File: config.mk
export PLATFORM = sky130hd
export DESIGN_NAME = scanned_button_press_classifier_flat
export DESIGN_NICKNAME = d
export VERILOG_FILES = /design/src/hdl/sbpc_pkg.sv /design/src/hdl/sbpc_if.sv /design/src/hdl/sbpc_regs.sv /design/src/hdl/sbpc_core.sv /design/src/hdl/scanned_button_press_classifier.sv /design/src/flat_wrapper.sv
export SDC_FILE = /design/constraint.sdc
export NUM_CORES = 1
export LEC_CHECK = 0
export BUFFER_PORTS_ARGS = -buffer_cell sky130_fd_sc_hd__buf_2
export CORE_UTILIZATION = 47
export DETAILED_ROUTE_END_ITERATION = 12
export PLACE_DENSITY = 0.71
export SKIP_CTS_REPAIR_TIMING = 1
export SYNTH_ARGS = -nofsm -noshare
export SYNTH_HDL_FRONTEND = slang
export SYNTH_SLANG_ARGS = --single-unit
File: constraint.sdc
create_clock -name clk -period 5.1 [get_ports clk]
set_input_delay 0.51 -clock clk [delete_from_list [all_inputs] [get_ports clk]]
set_output_delay 0.51 -clock clk [all_outputs]
set_load 0.02 [all_outputs]
File: src/hdl/sbpc_pkg.sv
package sbpc_pkg;

    localparam int THR_W  = 10;
    localparam int ADDR_W = 3;
    localparam int DATA_W = 32;

    localparam logic [THR_W-1:0] LONG_THR_RESET  = 10'd250;
    localparam logic [THR_W-1:0] SHORT_THR_RESET = 10'd2;

    // register index, taken from paddr[2]
    localparam logic REG_LONG_THR  = 1'b0;
    localparam logic REG_SHORT_THR = 1'b1;

    localparam logic [2:0] BTN_NONE = 3'd0;
    localparam logic [2:0] BTN_DEC  = 3'd1;
    localparam logic [2:0] BTN_INC  = 3'd2;
    localparam logic [2:0] BTN_MODE = 3'd3;
    localparam logic [2:0] BTN_OUT  = 3'd4;

    typedef enum logic [1:0] {
        PH_LEFT   = 2'd0,
        PH_CENTER = 2'd1,
        PH_RIGHT  = 2'd2
    } phase_t;

    typedef enum logic [1:0] {
        KIND_NONE    = 2'd0,
        KIND_SHORT   = 2'd1,
        KIND_LONG    = 2'd2,
        KIND_RELEASE = 2'd3
    } kind_t;

    typedef struct packed {
        logic [THR_W-1:0] long_threshold;
        logic [THR_W-1:0] short_threshold;
    } thr_t;

endpackage

File: src/hdl/sbpc_if.sv
interface sbpc_tick_if;
    logic valid;
    logic ready;
    logic sense_level;

    modport source (output valid, output sense_level, input ready);
    modport sink (input valid, input sense_level, output ready);
endinterface

interface sbpc_report_if;
    logic       valid;
    logic       ready;
    logic [1:0] scan_phase;
    logic       report_valid;
    logic [2:0] button_id;
    logic [1:0] press_kind;

    modport source (output valid, output scan_phase, output report_valid,
                    output button_id, output press_kind, input ready);
    modport sink (input valid, input scan_phase, input report_valid,
                  input button_id, input press_kind, output ready);
endinterface

File: src/hdl/sbpc_regs.sv
module sbpc_regs
(
    input  logic                         clk,
    input  logic                         rst_n,
    input  logic                         psel,
    input  logic                         penable,
    input  logic                         pwrite,
    input  logic [sbpc_pkg::ADDR_W-1:0]  paddr,
    input  logic [sbpc_pkg::DATA_W-1:0]  pwdata,
    output logic [sbpc_pkg::DATA_W-1:0]  prdata,
    output logic                         pready,
    output sbpc_pkg::thr_t               thr
);

    logic [sbpc_pkg::THR_W-1:0] long_thr_reg;
    logic [sbpc_pkg::THR_W-1:0] short_thr_reg;
    logic                       wr_en;

    assign pready = 1'b1;
    assign wr_en  = psel && penable && pwrite && pready;

    always_ff @(posedge clk or negedge rst_n)
    begin
        if (!rst_n)
        begin
            long_thr_reg  <= sbpc_pkg::LONG_THR_RESET;
            short_thr_reg <= sbpc_pkg::SHORT_THR_RESET;
        end
        else if (wr_en)
        begin
            case (paddr[2])
                sbpc_pkg::REG_LONG_THR:  long_thr_reg  <= pwdata[sbpc_pkg::THR_W-1:0];
                sbpc_pkg::REG_SHORT_THR: short_thr_reg <= pwdata[sbpc_pkg::THR_W-1:0];
                default: ;
            endcase
        end
    end

    always_comb
    begin
        case (paddr[2])
            sbpc_pkg::REG_LONG_THR:  prdata = sbpc_pkg::DATA_W'(long_thr_reg);
            sbpc_pkg::REG_SHORT_THR: prdata = sbpc_pkg::DATA_W'(short_thr_reg);
            default:                 prdata = '0;
        endcase
    end

    assign thr.long_threshold  = long_thr_reg;
    assign thr.short_threshold = short_thr_reg;

endmodule

File: src/hdl/sbpc_core.sv
module sbpc_core
#(
    parameter int COUNT_BITS = 16
)
(
    input  logic                  clk,
    input  logic                  rst_n,
    input  sbpc_pkg::thr_t        thr,
    sbpc_tick_if.sink             tick,
    sbpc_report_if.source         report
);

    localparam int CMP_W = (COUNT_BITS > sbpc_pkg::THR_W) ? COUNT_BITS : sbpc_pkg::THR_W;
    localparam logic [COUNT_BITS-1:0] COUNT_MAX = {COUNT_BITS{1'b1}};

    // input stage
    logic s1_valid_reg;
    logic s1_level_reg;

    // scan state
    sbpc_pkg::phase_t        phase_reg, phase_next;
    logic                    seen_reg, seen_next;
    logic [2:0]              cand_reg, cand_next;
    logic [2:0]              latch_reg, latch_next;
    logic [COUNT_BITS-1:0]   count_reg, count_next;

    // result stage
    logic        out_valid_reg;
    logic [1:0]  phase_out_reg;
    logic        rvalid_reg, rvalid_next;
    logic [2:0]  btn_reg, btn_next;
    logic [1:0]  kind_reg, kind_next;

    logic advance;
    logic is_right;
    logic long_hit;
    logic short_hit;

    assign advance    = s1_valid_reg && (!out_valid_reg || report.ready);
    assign tick.ready = !s1_valid_reg || advance;
    assign is_right   = (phase_reg == sbpc_pkg::PH_RIGHT);

    always_ff @(posedge clk or negedge rst_n)
    begin
        if (!rst_n)
            s1_valid_reg <= 1'b0;
        else if (tick.ready)
            s1_valid_reg <= tick.valid;
    end

    always_ff @(posedge clk)
    begin
        if (tick.ready && tick.valid)
            s1_level_reg <= tick.sense_level;
    end

    always_comb
    begin
        logic [COUNT_BITS-1:0] cnt;
        seen_next  = seen_reg;
        cand_next  = cand_reg;
        latch_next = latch_reg;
        cnt        = count_reg;
        btn_next   = sbpc_pkg::BTN_NONE;
        kind_next  = sbpc_pkg::KIND_NONE;
        long_hit   = 1'b0;
        short_hit  = 1'b0;

        // button decode from the sensed level under this phase
        if (s1_level_reg)
        begin
            if (!seen_reg && phase_reg == sbpc_pkg::PH_CENTER)
                cand_next = sbpc_pkg::BTN_OUT;
            else if (is_right && cand_reg == sbpc_pkg::BTN_NONE && seen_reg)
                cand_next = sbpc_pkg::BTN_DEC;
            seen_next = 1'b1;
        end
        else if (seen_reg)
        begin
            if (phase_reg == sbpc_pkg::PH_CENTER)
                cand_next = sbpc_pkg::BTN_MODE;
            else if (is_right)
            begin
                if (cand_reg == sbpc_pkg::BTN_NONE)
                    cand_next = sbpc_pkg::BTN_INC;
                else
                begin
                    seen_next = 1'b0;
                    cand_next = sbpc_pkg::BTN_NONE;
                end
            end
        end
        else
        begin
            seen_next = 1'b0;
            cand_next = sbpc_pkg::BTN_NONE;
        end

        // classify on the right phase
        if (is_right)
        begin
            if (seen_next)
            begin
                if (cand_next == latch_reg)
                begin
                    if (cnt < COUNT_MAX)
                        cnt = cnt + 1'b1;
                    long_hit = CMP_W'(cnt) > CMP_W'(thr.long_threshold);
                    if (long_hit && latch_reg != sbpc_pkg::BTN_NONE)
                    begin
                        btn_next  = latch_reg;
                        kind_next = sbpc_pkg::KIND_LONG;
                    end
                end
                else
                begin
                    cnt        = COUNT_BITS'(1);
                    latch_next = cand_next;
                end
                cand_next = sbpc_pkg::BTN_NONE;
                seen_next = 1'b0;
            end
            else if (latch_reg != sbpc_pkg::BTN_NONE)
            begin
                long_hit  = CMP_W'(cnt) > CMP_W'(thr.long_threshold);
                short_hit = CMP_W'(cnt) > CMP_W'(thr.short_threshold);
                if (long_hit || short_hit)
                begin
                    kind_next = long_hit ? sbpc_pkg::KIND_RELEASE : sbpc_pkg::KIND_SHORT;
                    btn_next  = latch_reg;
                    cand_next = latch_reg;   // reported code stays as candidate
                end
                else
                    cand_next = sbpc_pkg::BTN_NONE;
                cnt        = '0;
                latch_next = sbpc_pkg::BTN_NONE;
                seen_next  = 1'b0;
            end
            else
            begin
                latch_next = sbpc_pkg::BTN_NONE;
                cnt        = '0;
            end
        end
        count_next  = cnt;
        rvalid_next = is_right;

        case (phase_reg)
            sbpc_pkg::PH_LEFT:   phase_next = sbpc_pkg::PH_CENTER;
            sbpc_pkg::PH_CENTER: phase_next = sbpc_pkg::PH_RIGHT;
            default:             phase_next = sbpc_pkg::PH_LEFT;
        endcase
    end

    always_ff @(posedge clk or negedge rst_n)
    begin
        if (!rst_n)
        begin
            phase_reg <= sbpc_pkg::PH_LEFT;
            seen_reg  <= 1'b0;
            cand_reg  <= sbpc_pkg::BTN_NONE;
            latch_reg <= sbpc_pkg::BTN_NONE;
            count_reg <= '0;
        end
        else if (advance)
        begin
            phase_reg <= phase_next;
            seen_reg  <= seen_next;
            cand_reg  <= cand_next;
            latch_reg <= latch_next;
            count_reg <= count_next;
        end
    end

    always_ff @(posedge clk or negedge rst_n)
    begin
        if (!rst_n)
            out_valid_reg <= 1'b0;
        else if (advance)
            out_valid_reg <= 1'b1;
        else if (report.ready)
            out_valid_reg <= 1'b0;
    end

    always_ff @(posedge clk)
    begin
        if (advance)
        begin
            phase_out_reg <= phase_reg;
            rvalid_reg    <= rvalid_next;
            btn_reg       <= btn_next;
            kind_reg      <= kind_next;
        end
    end

    assign report.valid        = out_valid_reg;
    assign report.scan_phase   = phase_out_reg;
    assign report.report_valid = rvalid_reg;
    assign report.button_id    = btn_reg;
    assign report.press_kind   = kind_reg;

`ifndef NO_ASSERTIONS
    a_valid_right: assert property (@(posedge clk) disable iff (!rst_n)
        (out_valid_reg && rvalid_reg) |-> (phase_out_reg == sbpc_pkg::PH_RIGHT))
        else $error("report flagged on a non-right phase");

    a_btn_kind: assert property (@(posedge clk) disable iff (!rst_n)
        (out_valid_reg && btn_reg != sbpc_pkg::BTN_NONE) |->
        (kind_reg != sbpc_pkg::KIND_NONE && rvalid_reg))
        else $error("button reported without a press kind");

    a_phase_step: assert property (@(posedge clk) disable iff (!rst_n)
        advance |=> (phase_reg != $past(phase_reg)))
        else $error("scan phase did not advance");

    a_phase_range: assert property (@(posedge clk) disable iff (!rst_n)
        phase_reg != 2'd3)
        else $error("unused scan phase reached");
`endif

endmodule

File: src/hdl/scanned_button_press_classifier.sv
// Path: a tick passes the input register, then the result register, into a report.
// Throughput: one tick per cycle unless the report side stalls, which holds the tick
//   in the input register; scan state updates once per tick in a single pass.
// Reset: rst_n is asynchronous, active low; scan state clears to left phase with
//   no button, thresholds return to 250 and 2, both channels empty.
module scanned_button_press_classifier
#(
    parameter int COUNT_BITS = 16
)
(
    input  logic                         clk,
    input  logic                         rst_n,
    input  logic                         psel,
    input  logic                         penable,
    input  logic                         pwrite,
    input  logic [sbpc_pkg::ADDR_W-1:0]  paddr,
    input  logic [sbpc_pkg::DATA_W-1:0]  pwdata,
    output logic [sbpc_pkg::DATA_W-1:0]  prdata,
    output logic                         pready,
    sbpc_tick_if.sink                    tick,
    sbpc_report_if.source                report
);

    sbpc_pkg::thr_t thr;

    sbpc_regs u_regs
    (
        .clk     (clk),
        .rst_n   (rst_n),
        .psel    (psel),
        .penable (penable),
        .pwrite  (pwrite),
        .paddr   (paddr),
        .pwdata  (pwdata),
        .prdata  (prdata),
        .pready  (pready),
        .thr     (thr)
    );

    sbpc_core #(.COUNT_BITS(COUNT_BITS)) u_core
    (
        .clk    (clk),
        .rst_n  (rst_n),
        .thr    (thr),
        .tick   (tick),
        .report (report)
    );

endmodule
File: src/flat_wrapper.sv
// flat-port wrapper written by rule: the top's interface ports become plain ports
module scanned_button_press_classifier_flat 
#(
    parameter int COUNT_BITS = 16
)
  (clk, rst_n, psel, penable, pwrite, paddr, pwdata, prdata, pready, tick_valid, tick_sense_level, tick_ready, report_valid, report_scan_phase, report_report_valid, report_button_id, report_press_kind, report_ready);
  sbpc_tick_if tick_i ();
  sbpc_report_if report_i ();
  input  logic clk;
  input  logic rst_n;
  input  logic psel;
  input  logic penable;
  input  logic pwrite;
  input  logic [sbpc_pkg::ADDR_W-1:0] paddr;
  input  logic [sbpc_pkg::DATA_W-1:0] pwdata;
  output logic [sbpc_pkg::DATA_W-1:0] prdata;
  output logic pready;
  input wire logic [$bits(tick_i.valid)-1:0] tick_valid;
  input wire logic [$bits(tick_i.sense_level)-1:0] tick_sense_level;
  output wire logic [$bits(tick_i.ready)-1:0] tick_ready;
  output wire logic [$bits(report_i.valid)-1:0] report_valid;
  output wire logic [$bits(report_i.scan_phase)-1:0] report_scan_phase;
  output wire logic [$bits(report_i.report_valid)-1:0] report_report_valid;
  output wire logic [$bits(report_i.button_id)-1:0] report_button_id;
  output wire logic [$bits(report_i.press_kind)-1:0] report_press_kind;
  input wire logic [$bits(report_i.ready)-1:0] report_ready;
  assign tick_i.valid = tick_valid;
  assign tick_i.sense_level = tick_sense_level;
  assign tick_ready = tick_i.ready;
  assign report_valid = report_i.valid;
  assign report_scan_phase = report_i.scan_phase;
  assign report_report_valid = report_i.report_valid;
  assign report_button_id = report_i.button_id;
  assign report_press_kind = report_i.press_kind;
  assign report_i.ready = report_ready;
  scanned_button_press_classifier #(.COUNT_BITS(COUNT_BITS)) u_core (.clk(clk), .rst_n(rst_n), .psel(psel), .penable(penable), .pwrite(pwrite), .paddr(paddr), .pwdata(pwdata), .prdata(prdata), .pready(pready), .tick(tick_i), .report(report_i));
endmodule
==> flow_summary_export.csv <==
group,metric,value,unit
status,status,"completed",
run,cap_violations,0,
logic_synthesis,synth.area.mux_share,0.07404,
floorplanning,die_h,93.14,um
global_route,grt_start_max_net_pins,48,
hold_path,hold_path_class,"in2reg",
clock_tree,cts.clk_slew.worst_paths,0.11,ns
power_and_ir_drop,clkPwrFrac,0.139,
logic_synthesis,netlist_instances,435,
finish,syn2layout_area_growth,6.410,%
critical_path,end_kind,"register",
critical_path,cp.arrival,4.01,ns
finish,nets,539,
critical_path,path_cells,"and4_1, nand2_2, or4_4, and2_4, nand4_1, nand2b_1, nand2_1, ha_1, o21ai_0, o211ai_1, nor2_1, a211o_1, nand4_1, nand2_1, a211oi_1",
power_and_ir_drop,swShare,0.4413,
power_and_ir_drop,leakage,0.001948,uW
logic_synthesis,ys.warnings.count,0,
critical_path,cp_slowest_cell,"or4_4",
floorplanning,coreArea,0.007888,mm2
power_and_ir_drop,p_int,1025,uW
floorplanning,rows,32,
logic_synthesis,yosysSeqAreaShare,0.3728,
sta,rsz0062_at_grt,"false",
power_and_ir_drop,peakVddDrop,142.1,uV
critical_path,startpoint,"u_core.u_core.count_reg[2]",
floorplanning,die_w,93.14,um
placed_design,dp.cells,560,
clock_tree,clock-sinks,56,
floorplanning,start_util,0.4949,
floorplanning,die-area,0.008674,mm2
logic_synthesis,ys.flop_type,"dfrtp_1",
clock_tree,cts_root_buf,"clkbuf_8",
global_route,grt_overflow_total,0,
logic_synthesis,synth_xor_area_frac,0.006731,
route,drtPass1Iterations,7,
logic_synthesis,netlist_area,0.003904,mm2
critical_path,worst_r2r_path_depth,15,
clock_tree,cts_made_buffers,5,
sta,fmax,259.2,MHz
placed_design,dpl.hpwl,5863,um
route,viasPerCell,5.447,
route,ant_nets,0,
placed_design,portBuffers,38,
sta,period_needed,3.859,ns
logic_synthesis,synth_top_family_by_area,"simple AND/OR/NAND/NOR gates",
finish,largest_register_ffs,16,
logic_synthesis,synth_cell_types,58,
logic_synthesis,synth-simple-area-share,0.1974,
route,routed_wl,7749,um
sta,finClkSkew,0.01100,ns
floorplanning,ios,86,
global_route,first_global_vias,2927,
sta,finalSetupViolCount,0,
clock_tree,clock_latency,0.31,ns
critical_path,critPathMaxFanout,10,
sta,timing.final.crit_share,0.7566,
logic_synthesis,synthAdderAreaFrac,0.09936,
sta,setup_tns,0,ns
critical_path,crit_end,"u_core.u_core.report.press_kind[1]",
power_and_ir_drop,power_switching,809.4,uW
logic_synthesis,ys_ff_latch,56,
critical_path,crit-reg2reg-launch,"u_core.u_core.count_reg[2]",
critical_path,critPathKind,"reg2reg",
critical_path,cpPeakStageDelay,0.60,ns
critical_path,r2r_slack,1.24,ns
finish,most-common-layout-cells,"53 x nand2_1, 40 x dfrtp_1, 38 x buf_2, 31 x a21oi_1, 31 x ha_1",
power_and_ir_drop,power,1834,uW
route,drc,0,
critical_path,critPathRequiredTime,5.25,ns
power_and_ir_drop,combPwrFrac,0.471,
global_route,grt_use_total,0.1895,
hold_path,min_from,"tick_sense_level",
finish,final_cells,568,
logic_synthesis,avgSynthCellArea,8.974,um2
power_and_ir_drop,p_per_area,441.5,mW/mm2
placed_design,place_congestion,0.8760,
route,dr_total_vias,3094,
finish,n_antenna_cell,0,
route,drt_iter0_markers,176,
clock_tree,cts_max_path_buffers,2,
logic_synthesis,synth-compound-area-share,0.1522,
sta,slew_headroom,0.2817,
finish,layout_commonest_cell,"nand2_1",
global_route,grt_pass1_wl,13300,um
logic_synthesis,synth-edff-count,9,
global_route,antenna_found_initial,0,
sta,finalHoldViolCount,0,
sta,tightest_slew,1.072,ns
critical_path,r2r_end,"u_core.u_core.report.press_kind[1]",
finish,fillers,716,
route,routedWlPerCell,13.64,um
finish,final_cell_area,0.004154,mm2
placed_design,dpl_cell_area,0.004059,mm2
clock_tree,htree_levels,2,
power_and_ir_drop,p_seq_frac,0.390,
sta,slew_violations,0,
finish,drive_gt1_frac,0.1867,
logic_synthesis,synth_async_sr_flop_share,0.8393,
clock_tree,cts_tree,"built",
critical_path,start_kind,"register",
layout make-up:
type,count,area [um2],share of cell area
Clock buffer,5,68.82,0.01657
Clock inverter,3,26.28,0.006325
Inverter,31,116.4,0.02801
Multi-Input combinational cell,331,2155,0.5187
Sequential cell,56,1455,0.3503
Tap cell,102,127.6,0.03072
Timing Repair Buffer,40,205.2,0.04940
cells in the mapped netlist, types with 2 or more instances:
master | instances | area [um2]
o311ai_0 | 2 | 17.52
and2_1 | 4 | 25.02
nand4_1 | 12 | 75.07
o21a_1 | 5 | 37.54
mux2i_1 | 3 | 30.03
o21ai_0 | 19 | 95.09
buf_6 | 3 | 33.78
edfxtp_1 | 9 | 270.3
and3_2 | 2 | 15.01
a211o_1 | 3 | 26.28
a21o_1 | 6 | 45.04
xnor2_1 | 2 | 17.52
nor2b_1 | 6 | 37.54
nor4b_1 | 3 | 26.28
nand2_1 | 53 | 198.9
o22ai_1 | 7 | 43.79
a21oi_1 | 31 | 155.2
dfrtp_1 | 40 | 1001
nor3_1 | 8 | 40.04
nand4b_1 | 2 | 17.52
nand3b_1 | 3 | 22.52
ha_1 | 31 | 387.9
o221ai_1 | 2 | 17.52
mux2_2 | 23 | 259.0
buf_4 | 24 | 180.2
nor2_1 | 25 | 93.84
and4_1 | 2 | 17.52
o211ai_1 | 2 | 15.01
a211oi_1 | 3 | 22.52
inv_1 | 30 | 112.6
nand2b_1 | 6 | 37.54
o31ai_1 | 3 | 22.52
conb_1 | 2 | 7.510
nor3b_1 | 2 | 15.01
a31oi_1 | 6 | 37.54
clkbuf_1 | 10 | 37.54
dfstp_2 | 7 | 183.9
nand3_1 | 14 | 70.07
worst min-delay path by stage:
stage	end	slack (ns)	depth (start not counted)
2_1_floorplan	u_core.u_core.cand_reg[0]	0.21	0
3_5_place_dp	u_core.u_core.report.valid	0.49	1
5_1_grt	u_core.u_core.s1_level_reg	0.36	1
4_1_cts	u_core.u_core.s1_level_reg	0.36	1
6_report	u_core.u_core.s1_level_reg	0.37	1
3_3_place_gp	u_core.u_core.report.valid	0.47	1
worst max-delay path, delay by kind of cell (launching register included):
family | cells | cell delay [ns]
AO/OA/AOI/OAI | 4 | 0.88
AND/OR/NAND/NOR | 10 | 1.98
adder cells (fa/ha/maj) | 1 | 0.29
flip-flops | 1 | 0.54
per-layer routing:
| metal | track usage | up-vias | part of all wire |
|---|---|---|---|
| li1 | - | 1567 | - |
| met1 | 0.2553 | 1447 | 0.48 |
| met2 | 0.3272 | 72 | 0.47 |
| met3 | 0.01789 | 8 | 0.035 |
| met4 | 0.04744 | 0 | 0.0097 |
| met5 | 0 | - | 0 |
logic make-up after synthesis:
kind of cell / count (synthesis)
fa+ha+maj: 31
xor+xnor: 3
mux: 26
simple gates: 152
other cells: 2
buf+inv: 69
flops: 56
compound gates: 96
power by group through the flow:
stage	combinational (uW)	sequential (uW)	clock [uW]
detailed placement	853	722	0
global placement	830	715	0
global route	978	736	281
floorplan	702	672	0
finish	864	716	254
CTS	860	714	263
metrics by stage:
step	hold slack [ns]	utilization	worst slack [ns]
finish	0.3718	0.5267	1.241
global route	0.3559	0.5267	0.9458
CTS	0.3596	0.5267	1.252
detailed placement	0.4858	0.5146	1.285
global placement	0.4650	0.5146	1.347
floorplan	0.2144	-	1.719
No activity file was read; power rests on OpenSTA's default activity.
